<file path="src/rtl/spq_pkg.sv">
// ----------------------------------------------------------------------------
// spq_pkg: shared definitions for the strict priority queue
// Field widths, default sizes, command and status codes, result struct.
// ----------------------------------------------------------------------------
package spq_pkg;

	localparam int LEVELS_DEF = 8;
	localparam int DEPTH_DEF  = 16;

	localparam int CMD_W    = 1;
	localparam int PRI_W    = 4;
	localparam int NAME_W   = 8;
	localparam int STATUS_W = 3;
	localparam int LEVEL_W  = 4;

	localparam logic [CMD_W-1:0] CMD_ENQUEUE = 1'b0;
	localparam logic [CMD_W-1:0] CMD_DEQUEUE = 1'b1;

	typedef enum logic [STATUS_W-1:0] {
		ST_ENQUEUED = 3'd0,
		ST_FULL     = 3'd1,
		ST_BADPRI   = 3'd2,
		ST_DEQUEUED = 3'd3,
		ST_EMPTY    = 3'd4
	} spq_status_t;

	typedef struct packed {
		logic                 valid;
		spq_status_t          status;
		logic [LEVEL_W-1:0]   level;
	} spq_result_t;

endpackage

</file>
<file path="src/rtl/spq_ram.sv">
// ----------------------------------------------------------------------------
// spq_ram: generic single-port RAM
// One write or one read per cycle; read data is registered.
// ----------------------------------------------------------------------------
module spq_ram #(
	parameter int WIDTH = 8,
	parameter int DEPTH = 128
) (
	input  logic                     clk,
	input  logic                     we,
	input  logic                     re,
	input  logic [$clog2(DEPTH)-1:0] addr,
	input  logic [WIDTH-1:0]         wdata,
	output logic [WIDTH-1:0]         rdata
);

	logic [WIDTH-1:0] mem_q [DEPTH];
	logic [WIDTH-1:0] rdata_q;

	always_ff @(posedge clk) begin
		if (we) begin
			mem_q[addr] <= wdata;
		end else if (re) begin
			rdata_q <= mem_q[addr];
		end
	end

	assign rdata = rdata_q;

endmodule

</file>
<file path="src/rtl/spq_ctrl.sv">
// ----------------------------------------------------------------------------
// spq_ctrl: per-level FIFO bookkeeping and result register
// Holds head pointers and entry counts, picks the level, drives the RAM.
// ----------------------------------------------------------------------------
module spq_ctrl #(
	parameter int LEVELS = spq_pkg::LEVELS_DEF,
	parameter int DEPTH  = spq_pkg::DEPTH_DEF
) (
	input  logic                               clk,
	input  logic                               arst_n,
	input  logic                               accept,
	input  logic [spq_pkg::CMD_W-1:0]          command,
	input  logic [spq_pkg::PRI_W-1:0]          priority_req,
	input  logic [spq_pkg::NAME_W-1:0]         name,
	output logic                               ram_we,
	output logic                               ram_re,
	output logic [$clog2(LEVELS*DEPTH)-1:0]    ram_addr,
	output logic [spq_pkg::NAME_W-1:0]         ram_wdata,
	output spq_pkg::spq_result_t               res
);

	import spq_pkg::*;

	localparam int LVL_W  = $clog2(LEVELS);
	localparam int PTR_W  = (DEPTH > 1) ? $clog2(DEPTH) : 1;
	localparam int CNT_W  = $clog2(DEPTH + 1);
	localparam int SUM_W  = PTR_W + 1;
	localparam int ADDR_W = $clog2(LEVELS * DEPTH);

	localparam logic [PRI_W:0]   LEVELS_P  = (PRI_W + 1)'(LEVELS);
	localparam logic [CNT_W-1:0] DEPTH_C   = CNT_W'(DEPTH);
	localparam logic [SUM_W-1:0] DEPTH_S   = SUM_W'(DEPTH);
	localparam logic [PTR_W-1:0] PTR_LAST  = PTR_W'(DEPTH - 1);
	localparam logic [ADDR_W-1:0] DEPTH_A  = ADDR_W'(DEPTH);

	logic [CNT_W-1:0] count_q [LEVELS];
	logic [PTR_W-1:0] head_q  [LEVELS];

	logic             is_deq;
	logic             pri_ok;
	logic [LVL_W-1:0] enq_lv;
	logic             enq_full;
	logic             any_busy;
	logic [LVL_W-1:0] deq_lv;
	logic [SUM_W-1:0] tail_sum;
	logic [PTR_W-1:0] tail;
	logic [PTR_W-1:0] deq_head;
	logic [PTR_W-1:0] head_next;
	logic             do_enq;
	logic             do_deq;
	spq_result_t      res_d;
	spq_result_t      res_s1;

	assign is_deq = (command == CMD_DEQUEUE);
	assign pri_ok = (priority_req != '0) && ({1'b0, priority_req} <= LEVELS_P);
	assign enq_lv = LVL_W'(priority_req - PRI_W'(1));
	assign enq_full = (count_q[enq_lv] == DEPTH_C);

	// Lowest-numbered level holding an entry wins.
	always_comb begin
		any_busy = 1'b0;
		deq_lv   = '0;
		for (int i = LEVELS - 1; i >= 0; i--) begin
			if (count_q[i] != '0) begin
				any_busy = 1'b1;
				deq_lv   = LVL_W'(i);
			end
		end
	end

	// Tail slot: head plus count, wrapped once since the sum stays below 2*DEPTH.
	assign tail_sum = SUM_W'(head_q[enq_lv]) + SUM_W'(count_q[enq_lv]);
	assign tail     = (tail_sum >= DEPTH_S) ? PTR_W'(tail_sum - DEPTH_S) : PTR_W'(tail_sum);
	assign deq_head = head_q[deq_lv];
	assign head_next = (deq_head == PTR_LAST) ? '0 : deq_head + PTR_W'(1);

	assign do_enq = accept && !is_deq && pri_ok && !enq_full;
	assign do_deq = accept && is_deq && any_busy;

	always_comb begin
		ram_we    = do_enq;
		ram_re    = do_deq;
		ram_wdata = name;
		if (is_deq) begin
			ram_addr = ADDR_W'(deq_lv) * DEPTH_A + ADDR_W'(deq_head);
		end else begin
			ram_addr = ADDR_W'(enq_lv) * DEPTH_A + ADDR_W'(tail);
		end
	end

	always_comb begin
		res_d.valid  = accept;
		res_d.level  = '0;
		if (is_deq) begin
			if (any_busy) begin
				res_d.status = ST_DEQUEUED;
				res_d.level  = LEVEL_W'(deq_lv) + LEVEL_W'(1);
			end else begin
				res_d.status = ST_EMPTY;
			end
		end else if (!pri_ok) begin
			res_d.status = ST_BADPRI;
		end else if (enq_full) begin
			res_d.status = ST_FULL;
		end else begin
			res_d.status = ST_ENQUEUED;
		end
	end

	always_ff @(posedge clk or negedge arst_n) begin
		if (!arst_n) begin
			for (int i = 0; i < LEVELS; i++) begin
				count_q[i] <= '0;
				head_q[i]  <= '0;
			end
		end else begin
			if (do_enq) begin
				count_q[enq_lv] <= count_q[enq_lv] + CNT_W'(1);
			end
			if (do_deq) begin
				count_q[deq_lv] <= count_q[deq_lv] - CNT_W'(1);
				head_q[deq_lv]  <= head_next;
			end
		end
	end

	always_ff @(posedge clk or negedge arst_n) begin
		if (!arst_n) begin
			res_s1 <= '0;
		end else begin
			res_s1 <= res_d;
		end
	end

	assign res = res_s1;

`ifndef NO_ASSERTIONS
	a_one_result: assert property (@(posedge clk) disable iff (!arst_n)
		accept |=> res_s1.valid)
		else $error("accepted transaction produced no result");

	a_no_ghost: assert property (@(posedge clk) disable iff (!arst_n)
		!accept |=> !res_s1.valid)
		else $error("result without an accepted transaction");

	a_deq_hit: assert property (@(posedge clk) disable iff (!arst_n)
		(accept && is_deq && any_busy) |=>
			(res_s1.status == ST_DEQUEUED) && (res_s1.level != '0))
		else $error("dequeue from a non-empty queue not reported as dequeued");

	a_deq_empty: assert property (@(posedge clk) disable iff (!arst_n)
		(accept && is_deq && !any_busy) |=> (res_s1.status == ST_EMPTY))
		else $error("dequeue from an empty queue not reported as empty");

	a_count_max: assert property (@(posedge clk) disable iff (!arst_n)
		do_enq |=> (count_q[$past(enq_lv)] <= DEPTH_C))
		else $error("level count exceeded the FIFO depth");
`endif

endmodule

</file>
<file path="src/rtl/strict_priority_fifo_queue.sv">
// ----------------------------------------------------------------------------
// strict_priority_fifo_queue: strict-priority queue of per-level FIFOs
// Latency: a result appears on the cycle after the transaction is accepted.
// Throughput: one transaction per cycle; busy is never raised, as the level
// bookkeeping and the single slot-RAM access both complete in the cycle of acceptance.
// Reset: arst_n clears every head pointer and entry count; slot RAM is not
// cleared. The receiver cannot stall, so each result strobe lasts one cycle.
// ----------------------------------------------------------------------------
module strict_priority_fifo_queue #(
	parameter int LEVELS = spq_pkg::LEVELS_DEF,
	parameter int DEPTH  = spq_pkg::DEPTH_DEF
) (
	input  logic                          clk,
	input  logic                          arst_n,
	input  logic                          start,
	output logic                          busy,
	input  logic [spq_pkg::CMD_W-1:0]     command,
	input  logic [spq_pkg::PRI_W-1:0]     priority_req,
	input  logic [spq_pkg::NAME_W-1:0]    name,
	output logic                          done,
	output logic [spq_pkg::STATUS_W-1:0]  status,
	output logic [spq_pkg::NAME_W-1:0]    name_out,
	output logic [spq_pkg::LEVEL_W-1:0]   level_out
);

	import spq_pkg::*;

	localparam int SLOTS  = LEVELS * DEPTH;
	localparam int ADDR_W = $clog2(SLOTS);

	logic              accept;
	logic              ram_we;
	logic              ram_re;
	logic [ADDR_W-1:0] ram_addr;
	logic [NAME_W-1:0] ram_wdata;
	logic [NAME_W-1:0] ram_rdata;
	spq_result_t       res;

	// Every transaction finishes its state update in the cycle it is taken,
	// so the block is always ready for the next one.
	assign busy   = 1'b0;
	assign accept = start && !busy;

	// Head pointers, counts, level selection and the registered result.
	spq_ctrl #(
		.LEVELS (LEVELS),
		.DEPTH  (DEPTH)
	) u_ctrl (
		.clk          (clk),
		.arst_n       (arst_n),
		.accept       (accept),
		.command      (command),
		.priority_req (priority_req),
		.name         (name),
		.ram_we       (ram_we),
		.ram_re       (ram_re),
		.ram_addr     (ram_addr),
		.ram_wdata    (ram_wdata),
		.res          (res)
	);

	// Slot storage: level L owns slots L*DEPTH to L*DEPTH+DEPTH-1. A write
	// lands at the edge that accepts an enqueue, so a dequeue in the very
	// next cycle already reads the new name.
	spq_ram #(
		.WIDTH (NAME_W),
		.DEPTH (SLOTS)
	) u_ram (
		.clk   (clk),
		.we    (ram_we),
		.re    (ram_re),
		.addr  (ram_addr),
		.wdata (ram_wdata),
		.rdata (ram_rdata)
	);

	// The RAM read data register lines up with the result register, so the
	// removed name is only gated here; it reads as zero for any other status.
	assign done      = res.valid;
	assign status    = res.status;
	assign level_out = res.level;
	assign name_out  = (res.status == ST_DEQUEUED) ? ram_rdata : '0;

endmodule
</file>
<file path="config.mk">
export PLATFORM = sky130hd
export DESIGN_NAME = strict_priority_fifo_queue
export DESIGN_NICKNAME = d
export VERILOG_FILES = /design/src/rtl/spq_pkg.sv /design/src/rtl/spq_ram.sv /design/src/rtl/spq_ctrl.sv /design/src/rtl/strict_priority_fifo_queue.sv
export SDC_FILE = /design/constraint.sdc
export NUM_CORES = 1
export LEC_CHECK = 0
export BUFFER_PORTS_ARGS = -buffer_cell sky130_fd_sc_hd__buf_2
export CORE_ASPECT_RATIO = 1.75
export CORE_MARGIN = 2
export CORE_UTILIZATION = 59
export DETAILED_ROUTE_END_ITERATION = 10
export PLACE_DENSITY = 0.72
export SLEW_MARGIN = 20
export SYNTH_ARGS = -nofsm -noshare
export SYNTH_HDL_FRONTEND = slang
export SYNTH_SLANG_ARGS = --single-unit
</file>
<file path="constraint.sdc">
create_clock -name clk -period 7.8 [get_ports clk]
set_clock_uncertainty 0.05 [all_clocks]
set_input_delay 0.78 -clock clk [delete_from_list [all_inputs] [get_ports clk]]
set_output_delay 0.78 -clock clk [all_outputs]
set_load 0.02 [all_outputs]
</file>
==> summary.txt <==
Clock tree
  – H-tree levels: 3
  – CTS-repair resized insts: 0
  – CTS Buffer Depth: 3
  – CTS Buf Count: 96
  – Clk slew on worst S/H paths: 0.07 ns
  – Hold-fix buffers at CTS: 0
  – Postcts setup bufs: 0
  – CTS tree: yes
  – Clock Tree Root: clkbuf_16
  – Clock sink count: 1112
  – Clk_lat worst skew: 0.71 ns

Synthesis
  – Cell count after synthesis: 3457
  – Syn_area_per_cell: 13.3 um^2
  – Sequential fraction of the synthesis area: 71.7%
  – #FFs+latches synth: 1112
  – Synth Cell Area: 46000 um^2
  – Count leader, synth: edfxtp_1
  – Synth top area share: 67.4%
  – Ys flop type: edfxtp_1
  – Netlist cell types: 72
  – Top cells by area, synth: edfxtp_1, nand2_1, a32oi_1, dfrtp_1, a21oi_1
  – Post-synth EDFFs: 1032
  – Most common library cells after synthesis: edfxtp_1, nand2_1, a21oi_1
  – Synth warn: 0
  – Total nets after synthesis: 3483
  – Fraction of registers with async set/reset: 7.19%
  – Post-synth top area cell: edfxtp_1

Routing
  – First-pass iteration count of the detailed router: 8
  – Via count: 29900
  – # DRC: 0
  – Post-DRT Antenna Nets: 0
  – DR iter-0 viols: 3630
  – Routed length per placed instance: 28.1 um
  – Drt via density: 6.61
  – WL final: 127000 um

Die
  – Die X-Extent: 215 um
  – Height of the die: 373 um
  – Cell Rows: 135
  – Full die area: 80300 um^2
  – Initial Util: 59.5%
  – Ports: 33
  – Core Box Area: 77400 um^2

Critical path
  – Element type at the critical path start: register
  – Cell family with most CP delay: simple AND/OR/NAND/NOR gates
  – Most common cell on crit path: nor2_1
  – Crit end category: register
  – Crit path kind: reg2reg
  – Crit-path cells: or4_1 > nor2_1 > buf_4 > and3b_4 > nor2_8 > inv_4 > mux2_4 > a2111oi_4 > a21oi_2 > nor2_1 > nand2_1 > buf_4 > nor2_1
  – Req. time, crit path: 8.08 ns
  – CP max stage delay: 0.66 ns
  – Critical-path maximum fanout: 18
  – CP Data Arrival Time: 6.65 ns
  – Slowest cell on the critical path: or4_1
  – Buf+Inv Stages, Crit Path: 3

Power and ir drop
  – Clock network fraction of total power: 24.8%
  – Net switching fraction of the power: 40.4%
  – Gate power share: 40.2%
  – Pint: 0.0118 W
  – Pwr/cell area: 392 nW/um^2
  – Worst VDD drop: 0.530 mV
  – Register share of total power: 35.1%
  – Lkg Pwr: 16.6 nW
  – Psw: 0.00799 W

Status
  – Status: completed

Placed design
  – PortBufs: 31
  – DP Worst Slack: 0.765 ns
  – Placed cell area: 47200 um^2
  – RD Place Congestion: 0.989
  – Final HPWL DP: 80900 um

STA
  – Minimum clock period: 6.37 ns
  – Fin. max-slew vios: 0
  – Final Cycle Share: 81.7%
  – RSZ-0062 raised after global routing: false
  – Worst-Margin Slew: 1.11 ns
  – Final hold vios: 0
  – Final worst slack: 1.43 ns
  – Rel. slew slack: 26.0%
  – Max frequency: 157 MHz
  – # setup viols final: 0
  – Final TNS setup: 0 ns

Global routing
  – Global router's overall resource usage: 31.5%
  – Pin count of the biggest net entering global routing: 181
  – First-pass GRT wire length: 187000 um
  – Vias in the first global route: 29500
  – Congestion Overflow GR: 0
  – Initial antenna violation count: 0

Min path
  – Worst min path class: in2async

Cells and area
  – Ant. Diodes: 0
  – Layout cell share with drive strength beyond 1: 9.11%
  – Fill cells: 5643
  – NumNets Final: 3452
  – Fin area: 50500 um^2
  – Area growth syn-to-layout: 9.68%

Run
  – Maxcap violations: 0
==> sequential cells by signal, indices dropped and copies added, names as in the netlist <==
| register | cells |
|---|---|
| u_ram.mem_q | 1024 |
| u_ram.rdata | 8 |
| u_ctrl.res | 8 |
| u_ctrl.head_q | 32 |
| u_ctrl.count_q | 40 |
==> final cells by class <==
class                           instances  area, um^2  area share (%)
Timing Repair Buffer                  108         980            1.94
Tap cell                             1027        1280            2.55
Inverter                               17        66.3           0.131
Clock buffer                          115        2560            5.07
Sequential cell                      1112       33000            65.4
Clock inverter                         59         657            1.30
Multi-Input combinational cell       2091       11900            23.6
==> routing by layer <==
| metal | global-route usage [%] | vias to the layer above | wire [um] | part of all wire [%] |
|---|---|---|---|---|
| li1 | - | 13000 | - | - |
| met1 | 36.2 | 14900 | 43700 | 34 |
| met2 | 55.4 | 1559 | 65700 | 52 |
| met3 | 4.72 | 398 | 8880 | 7.0 |
| met4 | 19.7 | 0 | 8920 | 7.0 |
| met5 | 0 | - | 0 | 0 |
==> cell usage in the layout (no fill, tap or decap), types with 6 or more instances in the layout <==
master     netlist  layout
a221oi_1         6       6
nand2_1        853     853
mux2_2          17      17
clkbuf_16        0     100
o21ai_0         23      23
a32oi_1        253     253
nor3_2           5       6
inv_1           15      15
nor3_1          11      10
xor2_1           6       6
mux4_2           9       9
buf_2           93      22
buf_4            6      68
clkinv_1         0      20
mux2i_1        100     100
buf_12           0      16
clkinv_2         0      14
or4_1            8       8
xnor2_1          8       8
and2_1          14      13
o22ai_1          8       8
edfxtp_1      1032    1032
and3_1           6       6
ha_1             9       9
clkbuf_1       106      15
a22oi_2         10      10
a22oi_1        127     127
dfrtp_1         80      80
nor4_1          10      10
a21oi_1        315     315
bufinv_16        0      12
nor2_1         179     178
nand3_1         22      22
nand4_1         21      21
==> cell families (layout without fill, tap and decap cells) <==
| family | Yosys count | after routing | synth area share [%] |
|---|---|---|---|
| fa+ha+maj | 10 | 10 | 0.288 |
| flops | 1112 | 1112 | 71.7 |
| simple gates | 1155 | 1155 | 10.2 |
| mux | 127 | 127 | 3.07 |
| compound gates | 784 | 784 | 11.9 |
| other cells | 1 | 1 | 0.00815 |
| xor+xnor | 14 | 14 | 0.267 |
| buf+inv | 254 | 299 | 2.49 |
==> power by group through the flow <==
stage / logic [W] / registers [W] / clock network [W]
2_1_floorplan: 0.00514 / 0.00693 / 0
3_3_place_gp: 0.00756 / 0.00705 / 0
3_5_place_dp: 0.00776 / 0.00704 / 0
4_1_cts: 0.00781 / 0.00692 / 0.00493
5_1_grt: 0.00841 / 0.00693 / 0.00515
6_report: 0.00794 / 0.00693 / 0.00490
==> stage by stage <==
stage / hold slack (ns) / util [%] / cells / total power, W
final: 0.0800 / 65.2 / 4529 / 0.0198
after detailed placement: 0.425 / 61.0 / 4354 / 0.0148
after CTS: 0.129 / 65.2 / 4528 / 0.0197
after floorplan: 0.400 / - / 3457 / 0.0121
after global placement: 0.422 / 61.0 / 4353 / 0.0146
after global routing: 0.122 / 65.2 / 4529 / 0.0205
==> worst paths after layout <==
kind / startpoint / to / slack, ns / cells past startpoint
max: u_ctrl.count_q[36] / u_ram.mem_q[35][5] / 1.43 / 13
min: arst_n / u_ctrl.count_q[28] / 0.08 / 1
max reg2reg: u_ctrl.count_q[36] / u_ram.mem_q[35][5] / 1.43 / 13
min reg2reg: u_ctrl.head_q[7] / u_ctrl.head_q[7] / 0.45 / 2
max in group asynchronous: arst_n / u_ctrl.head_q[22] / 7.12 / 1
min in group clk: start / u_ctrl.res[7] / 0.17 / 1
Power figures use the tool's default switching activity.
